### config.mk
export PLATFORM = sky130hd
export DESIGN_NAME = cpra_ctrl
export DESIGN_NICKNAME = d
export VERILOG_FILES = /design/src/design/cpra_pkg.sv /design/src/design/cpra_ctrl.sv
export SDC_FILE = /design/constraint.sdc
export NUM_CORES = 1
export LEC_CHECK = 0
export ABC_AREA = 0
export ABC_CLOCK_PERIOD_IN_PS = 14700
export BUFFER_PORTS_ARGS = -buffer_cell sky130_fd_sc_hd__buf_2
export CAP_MARGIN = 20
export CORE_MARGIN = 3
export CORE_UTILIZATION = 64
export DETAILED_ROUTE_END_ITERATION = 8
export PLACE_DENSITY = 0.84
export SYNTH_ARGS = -nofsm -noshare
export SYNTH_HDL_FRONTEND = slang
export SYNTH_SLANG_ARGS = --single-unit
### constraint.sdc
create_clock -name clk -period 14.7 [get_ports clk]
set_clock_uncertainty 0.1 [all_clocks]
set_input_delay 4.41 -clock clk [delete_from_list [all_inputs] [get_ports clk]]
set_output_delay 4.41 -clock clk [all_outputs]
set_load 0.02 [all_outputs]
### src/design/cpra_pkg.sv
// Shared constants, codes and types of the contiguous page run allocator.
package cpra_pkg;

  // Page map geometry; NUM_PAGES is a power of two.
  localparam int NUM_PAGES = 65536;
  localparam int ROW_W     = 32;
  localparam int BIT_W     = $clog2(ROW_W);
  localparam int NUM_ROWS  = NUM_PAGES / ROW_W;
  localparam int ROW_AW    = $clog2(NUM_ROWS);
  localparam int PIDX_W    = $clog2(NUM_PAGES);

  // Field widths of the beats.
  localparam int OP_W   = 2;
  localparam int PAGE_W = 16;
  localparam int CNT_W  = 16;
  localparam int CFG_W  = 16;

  // Page pointers carry one bit more than any page index so they can run past the end.
  localparam int PTR_W = ((PIDX_W > PAGE_W) ? PIDX_W : PAGE_W) + 1;
  localparam int RUN_W = CNT_W + 1;

  localparam int IN_TDATA_W  = ((OP_W + PAGE_W + CNT_W + 7) / 8) * 8;
  localparam int OUT_TDATA_W = ((1 + PAGE_W + 7) / 8) * 8;

  localparam logic [CFG_W-1:0] SCAN_START_RESET = CFG_W'(4096);

  localparam logic STATUS_DONE     = 1'b0;
  localparam logic STATUS_NO_SPACE = 1'b1;

  typedef enum logic [OP_W-1:0] {
    OP_ALLOCATE = 2'd0,
    OP_FREE     = 2'd1,
    OP_MARK     = 2'd2
  } op_t;

  typedef enum logic [3:0] {
    ST_CLEAR,
    ST_IDLE,
    ST_SCAN_RD,
    ST_SCAN,
    ST_SET_RD,
    ST_SET_LD,
    ST_SET,
    ST_SET_WR,
    ST_DONE
  } state_t;

  typedef struct packed {
    logic              rd_en;
    logic [ROW_AW-1:0] rd_addr;
    logic              wr_en;
    logic [ROW_AW-1:0] wr_addr;
    logic [ROW_W-1:0]  wr_data;
  } map_req_t;

  typedef struct packed {
    logic              status;
    logic [PAGE_W-1:0] first_page;
  } result_t;

endpackage

### src/design/cpra_ctrl.sv
// Sequencer: clears map by rows, scans and updates one page per cycle, pausing per row.
module cpra_ctrl
  import cpra_pkg::*;
(
  input  logic              clk,
  input  logic              rst_n,
  input  logic              in_valid,
  output logic              in_ready,
  input  logic [OP_W-1:0]   in_op,
  input  logic [PAGE_W-1:0] in_start,
  input  logic [CNT_W-1:0]  in_count,
  input  logic [CFG_W-1:0]  scan_start,
  output map_req_t          map_req,
  input  logic [ROW_W-1:0]  map_rd_data,
  output logic              res_valid,
  input  logic              res_ready,
  output result_t           res
);

  state_t            state_r,   state_nxt;
  logic [ROW_AW-1:0] clr_r,     clr_nxt;
  logic [PTR_W-1:0]  ptr_r,     ptr_nxt;
  logic [PTR_W-1:0]  end_r,     end_nxt;
  logic [PTR_W-1:0]  cand_r,    cand_nxt;
  logic [RUN_W-1:0]  run_r,     run_nxt;
  logic [RUN_W-1:0]  need_r,    need_nxt;
  logic [CNT_W-1:0]  cnt_r,     cnt_nxt;
  logic [ROW_W-1:0]  row_r,     row_nxt;
  logic [ROW_AW-1:0] wr_row_r,  wr_row_nxt;
  logic              set_bit_r, set_bit_nxt;
  logic              status_r,  status_nxt;
  logic [PAGE_W-1:0] first_r,   first_nxt;

  logic [PTR_W-1:0]  ptr_inc;
  logic [PTR_W-1:0]  in_end;
  logic [PTR_W-1:0]  start_ext;
  logic [PTR_W-1:0]  scan_ext;
  logic [PTR_W-1:0]  map_end;
  logic [BIT_W-1:0]  bit_sel;
  logic [ROW_AW-1:0] ptr_row;
  logic [RUN_W-1:0]  run_inc;
  logic              cur_bit;
  logic              row_last;
  logic              walk_end;

  assign map_end   = PTR_W'(NUM_PAGES);
  assign ptr_inc   = ptr_r + PTR_W'(1);
  assign start_ext = PTR_W'(in_start);
  assign scan_ext  = PTR_W'(scan_start);
  assign in_end    = start_ext + PTR_W'(in_count);
  assign bit_sel   = ptr_r[BIT_W-1:0];
  assign ptr_row   = ptr_r[PIDX_W-1:BIT_W];
  assign row_last  = &bit_sel;
  assign cur_bit   = map_rd_data[bit_sel];
  assign run_inc   = run_r + RUN_W'(1);
  assign walk_end  = (ptr_r >= end_r) || (ptr_r >= map_end);

  always_ff @(posedge clk) begin
    if (!rst_n) begin
      state_r <= ST_CLEAR;
      clr_r   <= '0;
    end else begin
      state_r <= state_nxt;
      clr_r   <= clr_nxt;
    end
  end

  always_ff @(posedge clk) begin
    ptr_r     <= ptr_nxt;
    end_r     <= end_nxt;
    cand_r    <= cand_nxt;
    run_r     <= run_nxt;
    need_r    <= need_nxt;
    cnt_r     <= cnt_nxt;
    row_r     <= row_nxt;
    wr_row_r  <= wr_row_nxt;
    set_bit_r <= set_bit_nxt;
    status_r  <= status_nxt;
    first_r   <= first_nxt;
  end

  // Next state and datapath.
  always_comb begin
    state_nxt   = state_r;
    clr_nxt     = clr_r;
    ptr_nxt     = ptr_r;
    end_nxt     = end_r;
    cand_nxt    = cand_r;
    run_nxt     = run_r;
    need_nxt    = need_r;
    cnt_nxt     = cnt_r;
    row_nxt     = row_r;
    wr_row_nxt  = wr_row_r;
    set_bit_nxt = set_bit_r;
    status_nxt  = status_r;
    first_nxt   = first_r;
    unique case (state_r)
      ST_CLEAR: begin
        clr_nxt = clr_r + ROW_AW'(1);
        if (clr_r == ROW_AW'(NUM_ROWS - 1)) begin
          state_nxt = ST_IDLE;
        end
      end
      ST_IDLE: begin
        if (in_valid) begin
          status_nxt = STATUS_DONE;
          first_nxt  = '0;
          unique case (in_op)
            OP_ALLOCATE: begin
              // The run starts as if the page below the scan start were in use.
              ptr_nxt  = scan_ext;
              cand_nxt = scan_ext;
              run_nxt  = '0;
              need_nxt = RUN_W'(in_count) + RUN_W'(1);
              cnt_nxt  = in_count;
              if (scan_ext >= map_end) begin
                status_nxt = STATUS_NO_SPACE;
                state_nxt  = ST_DONE;
              end else begin
                state_nxt = ST_SCAN_RD;
              end
            end
            OP_FREE, OP_MARK: begin
              ptr_nxt     = start_ext;
              end_nxt     = in_end;
              set_bit_nxt = (in_op == OP_MARK);
              if ((in_count == '0) || (start_ext >= map_end)) begin
                state_nxt = ST_DONE;
              end else begin
                state_nxt = ST_SET_RD;
              end
            end
            default: begin
              state_nxt = ST_DONE;
            end
          endcase
        end
      end
      ST_SCAN_RD: begin
        state_nxt = ST_SCAN;
      end
      ST_SCAN: begin
        ptr_nxt = ptr_inc;
        if (cur_bit) begin
          run_nxt  = '0;
          cand_nxt = ptr_inc;
        end else begin
          run_nxt = run_inc;
        end
        if (!cur_bit && (run_inc == need_r)) begin
          // Found: the first cnt_r pages of the run become present, the guard stays free.
          first_nxt   = cand_r[PAGE_W-1:0];
          ptr_nxt     = cand_r;
          end_nxt     = cand_r + PTR_W'(cnt_r);
          set_bit_nxt = 1'b1;
          state_nxt   = (cnt_r == '0) ? ST_DONE : ST_SET_RD;
        end else if (ptr_inc >= map_end) begin
          status_nxt = STATUS_NO_SPACE;
          state_nxt  = ST_DONE;
        end else if (row_last) begin
          state_nxt = ST_SCAN_RD;
        end
      end
      ST_SET_RD: begin
        state_nxt = ST_SET_LD;
      end
      ST_SET_LD: begin
        row_nxt    = map_rd_data;
        wr_row_nxt = ptr_row;
        state_nxt  = ST_SET;
      end
      ST_SET: begin
        row_nxt[bit_sel] = set_bit_r;
        ptr_nxt          = ptr_inc;
        if ((ptr_inc >= end_r) || (ptr_inc >= map_end) || row_last) begin
          state_nxt = ST_SET_WR;
        end
      end
      ST_SET_WR: begin
        // The next row is read in the same cycle as this one is written back.
        state_nxt = walk_end ? ST_DONE : ST_SET_LD;
      end
      ST_DONE: begin
        if (res_ready) begin
          state_nxt = ST_IDLE;
        end
      end
      default: begin
        state_nxt = ST_IDLE;
      end
    endcase
  end

  // Outputs.
  always_comb begin
    map_req         = '0;
    in_ready        = (state_r == ST_IDLE);
    res_valid       = (state_r == ST_DONE);
    res.status      = status_r;
    res.first_page  = first_r;
    unique case (state_r)
      ST_CLEAR: begin
        map_req.wr_en   = 1'b1;
        map_req.wr_addr = clr_r;
        map_req.wr_data = '0;
      end
      ST_SCAN_RD, ST_SET_RD: begin
        map_req.rd_en   = 1'b1;
        map_req.rd_addr = ptr_row;
      end
      ST_SET_WR: begin
        map_req.wr_en   = 1'b1;
        map_req.wr_addr = wr_row_r;
        map_req.wr_data = row_r;
        map_req.rd_en   = !walk_end;
        map_req.rd_addr = ptr_row;
      end
      default: begin
        map_req.rd_en = 1'b0;
      end
    endcase
  end

endmodule

==> results_dict.tcl <==
set metrics [dict create \
    postCtsSetupBuffers 0 \
    utilization 0.745 \
    rows 49 \
    nets 1531 \
    cts_tree "done" \
    first_pass_iters 7 \
    grt_max_degree 65 \
    routed.top_layer "met4" \
    critPathSlowestCell "edfxtp_1" \
    grt_usage 0.322 \
    clk_latency_ns 0.44 \
    slowest_delay_ns 1.05 \
    syn_avg_cell_area_um2 9.79 \
    die_y_um 143 \
    peakVddDrop_uv 95.1 \
    r2r_cells 13 \
    io_buffers 160 \
    die-area_um2 20400 \
    routed_wl_mm 32.7 \
    cp.required_ns 10.19 \
    ys_seq_area_frac 0.431 \
    fmax_mhz 130 \
    netlist_area_um2 12000 \
    p_per_area_nw_per_um2 93.5 \
    area_growth_pct 13.1 \
    synth_common_cells "162 x edfxtp_1, 156 x nand2_1, 97 x o21ai_0, 83 x nor2_1, 76 x ha_1" \
    tightestPinTransition_ns 1.05 \
    design.portCount 161 \
    h-tree-depth 4 \
    synth.top_cells.by_area "edfxtp_1 41%, ha_1 7.9%, nand2_1 4.9%" \
    synthArstFlopShare 0 \
    syn_inst 1224 \
    dp_hpwl_mm 24.5 \
    yosysTopAreaCell "edfxtp_1" \
    hold_viol 0 \
    end_kind "output port" \
    cts_buffers 17 \
    yosys.area.top_type_share 0.406 \
    root_buffer "clkbuf_16" \
    synth_cell_types 73 \
    wl_met1_mm 13.3 \
    status "complete, no violations" \
    via_count 10200 \
    hold_ws_ns 0.421 \
    grt_first_pass_wirelength_mm 51.1 \
    synth.net_count 1388 \
    drtAntennaViolNets 0 \
    crit_family "flip-flops" \
    drcViolationCount 0 \
    cp_num_buf_inv 1 \
    seqCellArea_um2 5160 \
    slew-limit-headroom 0.302 \
    grt_pass1_vias 9612 \
    synth_seq_cells 177 \
    die_w_um 143 \
    setup_viol 0 \
    total_power_w 0.00127 \
    holdBufCountCts 0 \
    worst-path-stages 9 \
    cts_resized 0 \
    core_um2 18200 \
    start_util 0.658 \
    arrival_ns 3.20 \
    rsz0062_at_grt "false" \
    total_leakage_power_nw 5.79 \
    clk_path_buf_depth 2 \
    cap_viol_max_count 0 \
    multiInputGateArea_um2 6400 \
    drtIter0Drc 1313 \
    diodes 0 \
    met2_length_mm 15.5 \
    synth_flop_cell "edfxtp_1" \
    vias_per_cell 6.37 \
    cts.clk_slew.worst_paths_ns 0.07 \
    critical_path_class "reg2out" \
    layout-drive-gt1-share 0.171 \
    period_minus_slack_ns 7.71 \
    synth-edff-count 162 \
    hold_class "reg2reg" \
    crit_path_start_kind "flop" \
    worstPathCellList "ha_1 > nand2_1 > o21ai_0 > a211oi_1 > nor3b_1 > nor3_1 > a21oi_1 > nor2_1 > buf_2" \
    drv_slew 0 \
    wl_per_cell_um 20.3 \
    routed-wl-met3_mm 3.21 \
    cts_sinks 177 \
    yosysMostFrequentCell "edfxtp_1" \
    yosys_warnings 0 \
    grt_overflow_total 0 \
    fillers 1262 \
    min_period_over_period 0.525 \
    place.gp.congestion 0.999 \
    tns_ns 0 \
    antenna_found_initial 0 \
    holdPathStages 2 \
    worstPathMaxFanout 20 \
]
==> cells in the final DEF (no fill, tap or decap), types with 9 or more instances in the layout <==
cell         n
edfxtp_1   162
buf_2      160
nand2_1    156
o21ai_0     96
nor2_1      82
ha_1        76
and2_1      63
inv_1       62
xnor2_1     55
a21oi_1     51
mux2i_1     49
nand3_1     31
xor2_1      29
nor3_1      22
clkbuf_16   19
nand4_1     16
dfxtp_1     15
o221ai_1    13
or3_1       12
or2_2       12
buf_4       12
a22o_1      11
nor4_1      10
a21o_1      10
o22ai_1      9
==> worst paths after layout <==
check                                               end  slack, ns                   from
worst max-delay path                        map_req[55]       6.99     ptr_r[1]$_DFFE_PP_
worst min-delay path              clr_r[6]$_SDFFE_PN0P_       0.42  clr_r[6]$_SDFFE_PN0P_
worst max register to register  state_r[0]$_SDFFE_PN0P_       9.69     ptr_r[1]$_DFFE_PP_
worst min register to register    clr_r[6]$_SDFFE_PN0P_       0.42  clr_r[6]$_SDFFE_PN0P_
==> cells by family after synthesis <==
kind of cell	Yosys count	synth area share
AND/OR/NAND/NOR	464	0.198
AO/OA/AOI/OAI	250	0.130
flip-flops	177	0.431
buffers and inverters	111	0.0364
XOR/XNOR	93	0.0784
adder cells (fa/ha/maj)	78	0.0827
multiplexers	51	0.0437
==> layout make-up <==
| type | instances | area share |
|---|---|---|
| clock buffers | 24 | 0.0380 |
| clock inverters | 8 | 0.00480 |
| inverters | 63 | 0.0174 |
| multi-input cells | 936 | 0.472 |
| flip-flops and latches | 177 | 0.381 |
| well taps | 229 | 0.0211 |
| repair buffers | 172 | 0.0657 |
==> power by group <==
group | internal (W) | switching (W)
registers | 0.000576 | 0.0000246
logic | 0.0000873 | 0.000130
clock network | 0.000250 | 0.000201
==> tightest hold or removal path: stages, from the launching register on <==
cell and delay (ns):
dfxtp_1 0.34, o21ai_0 0.08, a21oi_1 0.06
==> layer usage <==
metal / global-route usage / up-vias
met5: 0 / -
met4: 0.0930 / 0
li1: - / 4722
met1: 0.444 / 4821
met2: 0.524 / 634
met3: 0.0613 / 65
==> flip-flops by register name, indices dropped and copies added, names as in the netlist, 16 cells and up <==
signal,flops
end_r,17
run_r,17
cand_r,17
need_r,17
cnt_r,16
ptr_r,17
first_r,16
row_r,32
==> metrics by stage <==
stage | area (um2) | worst slack (ns) | std cells
after CTS | 13600 | 7.09 | 1609
final | 13600 | 6.99 | 1609
after global placement | 13000 | 7.58 | 1577
after global routing | 13600 | 6.84 | 1609
after floorplan | 12000 | 7.03 | 1224
after detailed placement | 13000 | 7.51 | 1577
Power figures use the tool's default switching activity.
